File: src/rtl/core/lrr_pkg.sv
package lrr_pkg;

    localparam logic [7:0] NEWLINE = 8'h0A;

    typedef enum logic [1:0] {
        CMD_RX    = 2'd0,
        CMD_TAKE  = 2'd1,
        CMD_CLEAR = 2'd2,
        CMD_NOP   = 2'd3
    } t_cmd;

    typedef enum logic [2:0] {
        ST_IDLE,
        ST_RX,
        ST_TAKE,
        ST_RDY_RD,
        ST_RDY,
        ST_BYTE_RD,
        ST_BYTE_OUT,
        ST_RESULT
    } t_state;

    typedef struct packed {
        logic rd;
        logic we;
        logic clr_one;
        logic clr_all;
    } t_meta_ctl;

endpackage

File: src/rtl/core/lrr_line_mem.sv
module lrr_line_mem #(
    parameter int DEPTH = 256,
    parameter int AW    = 8
) (
    input  logic          i_clk,
    input  logic          i_we,
    input  logic [AW-1:0] i_waddr,
    input  logic [7:0]    i_wdata,
    input  logic          i_re,
    input  logic [AW-1:0] i_raddr,
    output logic [7:0]    o_rdata
);

    logic [7:0] mem [DEPTH];
    logic [7:0] r_rdata;

    always_ff @(posedge i_clk) begin
        if (i_we) begin
            mem[i_waddr] <= i_wdata;
        end
        if (i_re) begin
            r_rdata <= mem[i_raddr];
        end
    end

    assign o_rdata = r_rdata;

endmodule

File: src/rtl/core/lrr_meta_mem.sv
module lrr_meta_mem #(
    parameter int NUM_LINES = 4,
    parameter int SLOT_W    = 2,
    parameter int LEN_W     = 7
) (
    input  logic              i_clk,
    input  logic              i_rst_n,
    input  lrr_pkg::t_meta_ctl i_ctl,
    input  logic [SLOT_W-1:0] i_rd_slot,
    input  logic [SLOT_W-1:0] i_wr_slot,
    input  logic [LEN_W-1:0]  i_wr_len,
    input  logic              i_wr_nl,
    input  logic [SLOT_W-1:0] i_clr_slot,
    output logic [LEN_W-1:0]  o_len,
    output logic              o_nl
);

    logic [LEN_W:0]     mem [NUM_LINES];
    logic [NUM_LINES-1:0] r_valid;
    logic [LEN_W:0]     r_rd_data;
    logic               r_rd_valid;

    always_ff @(posedge i_clk) begin
        if (i_ctl.we) begin
            mem[i_wr_slot] <= {i_wr_len, i_wr_nl};
        end
        if (i_ctl.rd) begin
            r_rd_data <= mem[i_rd_slot];
        end
    end

    // an entry without its valid bit reads as empty
    always_ff @(posedge i_clk) begin
        if (!i_rst_n) begin
            r_valid    <= '0;
            r_rd_valid <= 1'b0;
        end else begin
            if (i_ctl.clr_all) begin
                r_valid <= '0;
            end else begin
                if (i_ctl.we) begin
                    r_valid[i_wr_slot] <= 1'b1;
                end
                if (i_ctl.clr_one) begin
                    r_valid[i_clr_slot] <= 1'b0;
                end
            end
            if (i_ctl.rd) begin
                r_rd_valid <= r_valid[i_rd_slot];
            end
        end
    end

    assign o_len = r_rd_valid ? r_rd_data[LEN_W:1] : '0;
    assign o_nl  = r_rd_valid & r_rd_data[0];

endmodule

File: src/rtl/core/line_assembling_receive_ring.sv
// Receive and clear: result registered in RESULT, reached through RX (receive only), RDY_RD and RDY after accept.
// Take: passes TAKE, RDY_RD and RDY, then alternates BYTE_RD and BYTE_OUT for each byte, paced by the
// single registered read port of the line memory; an empty take answers from RESULT.
// One request at a time; the next is taken the cycle after the last result is loaded.
// Synchronous active-low reset: pointers zero, all slots empty, output register empty.
module line_assembling_receive_ring #(
    parameter int LINE_LEN  = 64,
    parameter int NUM_LINES = 4
) (
    input  logic       i_clk,
    input  logic       i_rst_n,
    input  logic       i_valid,
    output logic       o_stall,
    input  logic [1:0] i_cmd,
    input  logic [7:0] i_rx_byte,
    output logic       o_valid,
    input  logic       i_stall,
    output logic [7:0] o_out_byte,
    output logic       o_out_valid,
    output logic       o_out_last,
    output logic       o_line_ready
);

    localparam int DEPTH  = NUM_LINES * LINE_LEN;
    localparam int AW     = $clog2(DEPTH);
    localparam int SLOT_W = $clog2(NUM_LINES);
    localparam int LEN_W  = $clog2(LINE_LEN + 1);
    localparam int POS_W  = $clog2(LINE_LEN);

    function automatic logic [SLOT_W-1:0] next_slot(input logic [SLOT_W-1:0] s);
        next_slot = (s == SLOT_W'(NUM_LINES - 1)) ? '0 : s + SLOT_W'(1);
    endfunction

    lrr_pkg::t_state r_state, n_state;
    lrr_pkg::t_cmd   r_cmd;
    logic [7:0]        r_byte;
    logic [SLOT_W-1:0] r_wslot, r_rslot;
    logic [LEN_W-1:0]  r_cnt;
    logic [POS_W-1:0]  r_idx;
    logic [AW-1:0]     r_base;
    logic              r_rdy;
    logic              r_o_valid;
    logic [7:0]        r_o_byte;
    logic              r_o_out_valid, r_o_last, r_o_ready;

    lrr_pkg::t_meta_ctl meta_ctl;
    logic [SLOT_W-1:0] meta_rd_slot, meta_clr_slot;
    logic [LEN_W-1:0]  meta_wr_len, meta_len;
    logic              meta_wr_nl, meta_nl;

    logic              line_we, line_re;
    logic [AW-1:0]     line_waddr, line_raddr;
    logic [7:0]        line_rdata;

    logic              accept, out_free, out_load, byte_last;
    logic [LEN_W-1:0]  rx_n0, rx_n1;
    logic              rx_close;

    assign accept    = i_valid && (r_state == lrr_pkg::ST_IDLE);
    assign out_free  = !r_o_valid || !i_stall;
    assign byte_last = (LEN_W'(r_idx) + LEN_W'(1)) == r_cnt;

    assign rx_n0    = (meta_len >= LEN_W'(LINE_LEN)) ? '0 : meta_len;
    assign rx_n1    = rx_n0 + LEN_W'(1);
    assign rx_close = (r_byte == lrr_pkg::NEWLINE) && (rx_n1 > LEN_W'(1));

    lrr_meta_mem #(
        .NUM_LINES (NUM_LINES),
        .SLOT_W    (SLOT_W),
        .LEN_W     (LEN_W)
    ) u_meta (
        .i_clk      (i_clk),
        .i_rst_n    (i_rst_n),
        .i_ctl      (meta_ctl),
        .i_rd_slot  (meta_rd_slot),
        .i_wr_slot  (r_wslot),
        .i_wr_len   (meta_wr_len),
        .i_wr_nl    (meta_wr_nl),
        .i_clr_slot (meta_clr_slot),
        .o_len      (meta_len),
        .o_nl       (meta_nl)
    );

    lrr_line_mem #(
        .DEPTH (DEPTH),
        .AW    (AW)
    ) u_line (
        .i_clk   (i_clk),
        .i_we    (line_we),
        .i_waddr (line_waddr),
        .i_wdata (r_byte),
        .i_re    (line_re),
        .i_raddr (line_raddr),
        .o_rdata (line_rdata)
    );

    always_comb begin
        n_state = r_state;
        unique case (r_state)
            lrr_pkg::ST_IDLE: begin
                if (accept) begin
                    unique case (lrr_pkg::t_cmd'(i_cmd))
                        lrr_pkg::CMD_RX:    n_state = lrr_pkg::ST_RX;
                        lrr_pkg::CMD_TAKE:  n_state = lrr_pkg::ST_TAKE;
                        lrr_pkg::CMD_CLEAR: n_state = lrr_pkg::ST_RDY_RD;
                        lrr_pkg::CMD_NOP:   n_state = lrr_pkg::ST_RDY_RD;
                    endcase
                end
            end
            lrr_pkg::ST_RX:     n_state = lrr_pkg::ST_RDY_RD;
            lrr_pkg::ST_TAKE:   n_state = lrr_pkg::ST_RDY_RD;
            lrr_pkg::ST_RDY_RD: n_state = lrr_pkg::ST_RDY;
            lrr_pkg::ST_RDY: begin
                if (r_cmd == lrr_pkg::CMD_TAKE && r_cnt != '0) begin
                    n_state = lrr_pkg::ST_BYTE_RD;
                end else begin
                    n_state = lrr_pkg::ST_RESULT;
                end
            end
            lrr_pkg::ST_BYTE_RD: n_state = lrr_pkg::ST_BYTE_OUT;
            lrr_pkg::ST_BYTE_OUT: begin
                if (out_free) begin
                    n_state = byte_last ? lrr_pkg::ST_IDLE : lrr_pkg::ST_BYTE_RD;
                end
            end
            lrr_pkg::ST_RESULT: begin
                if (out_free) begin
                    n_state = lrr_pkg::ST_IDLE;
                end
            end
            default: n_state = lrr_pkg::ST_IDLE;
        endcase
    end

    always_comb begin
        meta_ctl      = '0;
        meta_rd_slot  = r_rslot;
        meta_clr_slot = r_rslot;
        meta_wr_len   = '0;
        meta_wr_nl    = 1'b0;
        line_we       = 1'b0;
        line_re       = 1'b0;
        line_waddr    = AW'(r_wslot) * AW'(LINE_LEN) + AW'(rx_n0[POS_W-1:0]);
        line_raddr    = r_base + AW'(r_idx);
        out_load      = 1'b0;
        unique case (r_state)
            lrr_pkg::ST_IDLE: begin
                if (accept) begin
                    meta_ctl.rd     = 1'b1;
                    meta_rd_slot    = (lrr_pkg::t_cmd'(i_cmd) == lrr_pkg::CMD_TAKE) ?
                                      r_rslot : r_wslot;
                    meta_ctl.clr_all = (lrr_pkg::t_cmd'(i_cmd) == lrr_pkg::CMD_CLEAR);
                end
            end
            lrr_pkg::ST_RX: begin
                meta_ctl.we = 1'b1;
                line_we     = 1'b1;
                meta_wr_nl  = (r_byte == lrr_pkg::NEWLINE);
                if (rx_close) begin
                    meta_wr_len      = rx_n1;
                    meta_ctl.clr_one = 1'b1;
                    meta_clr_slot    = next_slot(r_wslot);
                end else begin
                    meta_wr_len = (rx_n1 >= LEN_W'(LINE_LEN)) ? '0 : rx_n1;
                end
            end
            lrr_pkg::ST_TAKE: begin
                meta_ctl.clr_one = 1'b1;
            end
            lrr_pkg::ST_RDY_RD: begin
                meta_ctl.rd = 1'b1;
            end
            lrr_pkg::ST_RDY: begin
            end
            lrr_pkg::ST_BYTE_RD: begin
                line_re = 1'b1;
            end
            lrr_pkg::ST_BYTE_OUT: begin
                out_load = out_free;
            end
            lrr_pkg::ST_RESULT: begin
                out_load = out_free;
            end
            default: begin
            end
        endcase
    end

    always_ff @(posedge i_clk) begin
        if (!i_rst_n) begin
            r_state   <= lrr_pkg::ST_IDLE;
            r_wslot   <= '0;
            r_rslot   <= '0;
            r_o_valid <= 1'b0;
        end else begin
            r_state <= n_state;
            if (r_state == lrr_pkg::ST_RX && rx_close) begin
                r_wslot <= next_slot(r_wslot);
            end
            if (r_state == lrr_pkg::ST_TAKE) begin
                r_rslot <= next_slot(r_rslot);
            end
            if (out_load) begin
                r_o_valid <= 1'b1;
            end else if (!i_stall) begin
                r_o_valid <= 1'b0;
            end
        end
    end

    always_ff @(posedge i_clk) begin
        if (accept) begin
            r_cmd  <= lrr_pkg::t_cmd'(i_cmd);
            r_byte <= i_rx_byte;
        end
        if (r_state == lrr_pkg::ST_TAKE) begin
            r_cnt  <= meta_len;
            r_base <= AW'(r_rslot) * AW'(LINE_LEN);
            r_idx  <= '0;
        end
        if (r_state == lrr_pkg::ST_RDY) begin
            r_rdy <= (meta_len != '0) && meta_nl;
        end
        if (r_state == lrr_pkg::ST_BYTE_OUT && out_free) begin
            r_idx <= r_idx + POS_W'(1);
        end
        if (out_load) begin
            r_o_ready <= r_rdy;
            if (r_state == lrr_pkg::ST_BYTE_OUT) begin
                r_o_byte      <= line_rdata;
                r_o_out_valid <= 1'b1;
                r_o_last      <= byte_last;
            end else begin
                r_o_byte      <= '0;
                r_o_out_valid <= 1'b0;
                r_o_last      <= 1'b1;
            end
        end
    end

    assign o_stall      = (r_state != lrr_pkg::ST_IDLE);
    assign o_valid      = r_o_valid;
    assign o_out_byte   = r_o_byte;
    assign o_out_valid  = r_o_out_valid;
    assign o_out_last   = r_o_last;
    assign o_line_ready = r_o_ready;

`ifndef SYNTHESIS
    a_meta_no_rw: assert property (@(posedge i_clk) disable iff (!i_rst_n)
        !(meta_ctl.rd && meta_ctl.we))
        else $error("slot metadata read and written in one cycle");

    a_take_advances: assert property (@(posedge i_clk) disable iff (!i_rst_n)
        (r_state == lrr_pkg::ST_TAKE) |=> (r_rslot != $past(r_rslot)))
        else $error("read pointer did not advance on take");

    a_empty_result: assert property (@(posedge i_clk) disable iff (!i_rst_n)
        (o_valid && !o_out_valid) |-> (o_out_last && o_out_byte == 8'h00))
        else $error("non-byte result not marked last or not zero");
`endif

endmodule
File: config.mk
export PLATFORM = sky130hd
export DESIGN_NAME = line_assembling_receive_ring
export DESIGN_NICKNAME = d
export VERILOG_FILES = /design/src/rtl/core/lrr_pkg.sv /design/src/rtl/core/lrr_line_mem.sv /design/src/rtl/core/lrr_meta_mem.sv /design/src/rtl/core/line_assembling_receive_ring.sv
export SDC_FILE = /design/constraint.sdc
export NUM_CORES = 2
export LEC_CHECK = 0
export BUFFER_PORTS_ARGS = -buffer_cell sky130_fd_sc_hd__buf_2
export CAP_MARGIN = 25
export CORE_MARGIN = 5
export CORE_UTILIZATION = 40
export DETAILED_ROUTE_END_ITERATION = 16
export PLACE_DENSITY = 0.61
export SYNTH_ARGS = -nofsm -noshare
export SYNTH_HDL_FRONTEND = slang
export SYNTH_SLANG_ARGS = --single-unit
File: constraint.sdc
create_clock -name i_clk -period 7.47 [get_ports i_clk]
set_clock_uncertainty 0.2 [all_clocks]
set_input_delay 0.747 -clock i_clk [delete_from_list [all_inputs] [get_ports i_clk]]
set_output_delay 0.747 -clock i_clk [all_outputs]
set_load 0.02 [all_outputs]
==> results.md <==
- The flow ran to the end, and the final reports show no timing, DRC or antenna violations.
- The net count after synthesis is between 4000 and 5000.
- The via density per instance is 5.724.
- The launching element type of the critical path is a flip-flop.
- The net switching power of the design is 0.006273 W.
- In the final routed layout, each cell accounts on average for between 20 and 30 um.
- The power share of the sequential group is 0.508.
- The cell sitting at the root of the clock tree is a sky130_fd_sc_hd__clkbuf_16.
- In this run, the number of DRC markers left after iteration 0 of detailed routing was between 4000 and 5000.
- For the pin with the worst max-slew slack, the measured transition is about 1.2 ns.
- The initial core utilization is 0.4028.
- Data on the critical path is required at its endpoint by 7.84 ns.
- The clock insertion delay at the later pin of the skew report is roughly 0.85 ns.
- The worst hold path belongs to the class flip-flop to flip-flop.
- For this run, the register share of the synthesized area comes to 0.7696.
- STA classifies the critical path endpoint as a flip-flop.
- The number of clock buffers added by TritonCTS is around 210.
- The share of synthesized registers carrying an async set or reset is 0.
- The number of rows in the core area is 167.
- The post-route setup TNS is 0 ns.
- The final antenna-violating net count is 0.
- During synthesis, Yosys emitted a total of 0 warnings.
- The cell count after synthesis came out at between 4000 and 5000.
- The multi-input gate area in the final layout is 0.01769 sq mm.
- The most frequent standard cell in the layout excluding fill and tap cells is sky130_fd_sc_hd__edfxtp_1.
- The area taken by flip-flops and latches is roughly 0.064 sq mm.
- The first global-routing pass estimated a little under 300 mm of wire.
- For this run, the leading register cell type out of synthesis is sky130_fd_sc_hd__edfxtp_1.
- The via count of the routed design is a little over 40000.
- The CTS tree is done.
- In this design, the stage delay of the slowest critical-path cell is a little under 0.7 ns.
- The fraction of power consumed by combinational cells is 0.095.
- In this run the number of H-tree levels came out at 4.
- The number of slew-limit violations in the final report is 0.
- The count of placed standard cells in the final layout, fillers left out is just over 7000.
- From bottom edge to top edge, the die measures between 400 and 500 um.
- The synthesized area per cell is 20.75 sq um.
- The total core area is slightly above 0.2 sq mm.
- The weighted congestion at the end of routability-driven global placement is a little under 0.9.
- The via count of the first global-routing pass is 40820.
- The number of search-and-repair iterations in the first detailed-routing pass is 6.
- Post-CTS timing repair inserted 0 buffers for setup.
- The width of the die is about 470 um.
- In this run the static leakage power is around 29 nW.
- The fraction of final layout cells with drive strength greater than 1 is 0.2046.
- The worst register-to-register path begins at r_idx[0]$_SDFFCE_PN0P_.
- After clock tree synthesis, the clock-pin slew on the worst setup and hold paths is ~0.060 ns.
- The detailed-placement wirelength estimate is 121.0 mm.
- The worst-case clock buffer depth is 3.
- The die covers 0.2182 sq mm.
- The combined global-route utilization of all metal layers is 0.1867.
- The reg-to-reg critical path endpoint is u_line.o_rdata[0]$_DFFE_PP_.
- Along the worst hold path, the cell count comes to 0.
- The signal on the critical path passes through buf_4 -> buf_12 -> mux4_2 -> mux2i_1 -> a31oi_1 -> a311oi_1 -> a32o_1 -> a311oi_1.
- The internal power contribution is just over 0.02 W.
- The count of endpoints failing setup in the final report is 0.
- The DRC violation count after routing is 0.
- The power density normalized to cell area is 284.2 mW/mm^2.
- The critical path starts at r_idx[0]$_SDFFCE_PN0P_.
- For hold timing, the worst endpoint is o_line_ready$_DFFE_PP_.
- In the layout the commonest cells are sky130_fd_sc_hd__edfxtp_1, sky130_fd_sc_hd__mux4_2, sky130_fd_sc_hd__nor2_1.
- In this run the tool buffered the top-level ports with 26 buffer cells.
- Across the run, the number of max-cap violations was 0.
- Based on the critical path, the design can be clocked at up to between 200 and 250 MHz.
- The combined area of all synthesized cells is ~0.084 sq mm.
- STA puts the critical path data arrival time at about 4.8 ns.
- The synthesized design contains around 2100 register bits.
- The number of top-level pins is 27.
- The number of antenna violations at the first check in global routing is 4.
- The net count of the finished layout is about 4200.
- Setup slack on the worst reg-to-reg path comes out at 3.08 ns.
- The unique cell type count in the Yosys netlist is 82.
- The clock network fraction of design power is 0.397.
- The part of the cycle the worst path needs is 0.5878.
- CTS saw 2146 sinks.
- Counting I/O delays and the setup requirement, the final critical path takes roughly 4.4 ns.
- The number of failing hold endpoints at the final stage came to 0.
- The worst hold path begins at r_rdy$_DFFE_PP_.
- Setup repair after global routing left no endpoint under its margin.
- The headroom to the max-slew limit is 0.2213.
- The switching share of total power is 0.2357.
- The total grt overflow is 0.
- Entering global routing, the biggest net connects around 200 pins.
- For the worst flop-to-flop path, the logic depth is 8.
- The largest individual stage delay along the critical path comes from the cell sky130_fd_sc_hd__a311oi_1.
- The total of fill cells in the finished design is ~17000.
- The worst setup path is of the flip-flop to flip-flop kind.
- VDD sags by at most 208.1 uV.
- Along the worst path, the maximum fanout reaches roughly 80.
- The layout overhead on the synthesized area is 12.06%.
- Among the stages of the critical path, the cell type that occurs most often is sky130_fd_sc_hd__a311oi_1.
- The final layout contains routed wiring with a total length of about 200 mm.
- The cell count after placement is ~6700.
- The synthesized design contains 2133 enable-type register cells.
## routing by layer
| metal | track usage | vias to the layer above | part of all wire |
|---|---|---|---|
| li1 | - | 17030 | - |
| met1 | 0.2579 | 21650 | 0.41 |
| met2 | 0.3056 | 1610 | 0.49 |
| met3 | 0.03321 | 320 | 0.072 |
| met4 | 0.05551 | 0 | 0.030 |
| met5 | 0 | - | 0 |
## registers in the layout (all words and copies together), names as in the netlist, 2 cells and up
name / count
o_out_byte: 8
r_base: 2
r_byte: 8
r_cmd: 2
r_cnt: 7
r_idx: 6
r_rslot: 2
r_state: 3
r_wslot: 2
u_line.mem: 2048
u_line.o_rdata: 8
u_meta.mem: 32
u_meta.r_rd_data: 8
u_meta.r_valid: 4
## Yosys cell counts, drive strengths merged, types with 13 or more instances
| cell type | instances | area (sq um) |
|---|---|---|
| a21oi | 96 | 480.5 |
| a22oi | 184 | 1381 |
| a31oi | 18 | 112.6 |
| and2 | 20 | 125.1 |
| buf | 145 | 1169 |
| clkbuf | 93 | 386.6 |
| dfxtp | 13 | 260.3 |
| edfxtp | 2133 | 64050 |
| inv | 17 | 68.82 |
| mux2i | 130 | 1309 |
| mux4 | 456 | 10340 |
| nand2 | 75 | 281.5 |
| nand3 | 21 | 105.1 |
| nor2 | 326 | 1226 |
| nor3 | 24 | 131.4 |
| nor4 | 33 | 206.5 |
| o21ai | 27 | 135.1 |
| o221ai | 35 | 319.1 |
| o22ai | 21 | 131.4 |
## power groups by stage
stage               clock [W]  combinational (W)  sequential [W]
floorplan                   0            0.00154          0.0139
global placement            0            0.00252          0.0138
detailed placement          0            0.00254          0.0138
CTS                    0.0107            0.00255          0.0135
global route           0.0113            0.00267          0.0135
finish                 0.0106            0.00253          0.0135
## final cells by class
class / instances / share of cell area
inverter: 19 / 0.0008150
antenna: 2 / 0.00005344
sequential: 2146 / 0.6867
clock buffer: 271 / 0.05989
multi-input combinational: 1622 / 0.1889
clock inverter: 123 / 0.01387
timing repair buffer: 124 / 0.01251
tap: 2788 / 0.03725
## worst max path at each step
stage / to / slack [ns] / cells after the start
2_1_floorplan: u_meta.r_valid[1]$_SDFF_PP0_ / 2.65 / 5
3_3_place_gp: u_line.mem[43][1]$_DFFE_PP_ / 3.08 / 4
3_5_place_dp: u_line.o_rdata[0]$_DFFE_PP_ / 3.13 / 8
4_1_cts: u_line.o_rdata[0]$_DFFE_PP_ / 3.10 / 8
5_1_grt: u_line.o_rdata[0]$_DFFE_PP_ / 2.97 / 8
6_report: u_line.o_rdata[0]$_DFFE_PP_ / 3.08 / 8
## stage by stage
step	total power, W	hold WS (ns)	instance area (sq um)	setup slack [ns]	utilization
2_1_floorplan	0.01549	0.2003	83570	2.649	-
3_3_place_gp	0.01629	0.2514	86460	3.081	0.4167
3_5_place_dp	0.01632	0.2434	86530	3.129	0.4171
4_1_cts	0.02679	0.2416	93570	3.105	0.4510
5_1_grt	0.02746	0.2560	93650	2.973	0.4513
6_report	0.02662	0.2407	93650	3.079	0.4514
## logic make-up after synthesis
| kind of cell | after synthesis | synth area share |
|---|---|---|
| adder cells (fa/ha/maj) | 9 | 0.001348 |
| AND/OR/NAND/NOR | 550 | 0.02948 |
| flip-flops | 2146 | 0.7696 |
| buffers and inverters | 259 | 0.01976 |
| multiplexers | 590 | 0.1399 |
| AO/OA/AOI/OAI | 460 | 0.03854 |
| XOR/XNOR | 13 | 0.001362 |
## what timing repair did
action / in CTS / in global routing
resized for setup: 0 / 0
endpoints found under the hold margin: 13 / 0
hold buffers: 13 / 0
## critical path: cells and delay by family (launching register included)
| family | cells | cell delay [ns] |
|---|---|---|
| compound gates | 4 | 1.23 |
| mux | 2 | 1.10 |
| buf+inv | 2 | 0.83 |
| flops | 1 | 0.56 |
No activity file was read; power rests on OpenSTA's default activity.
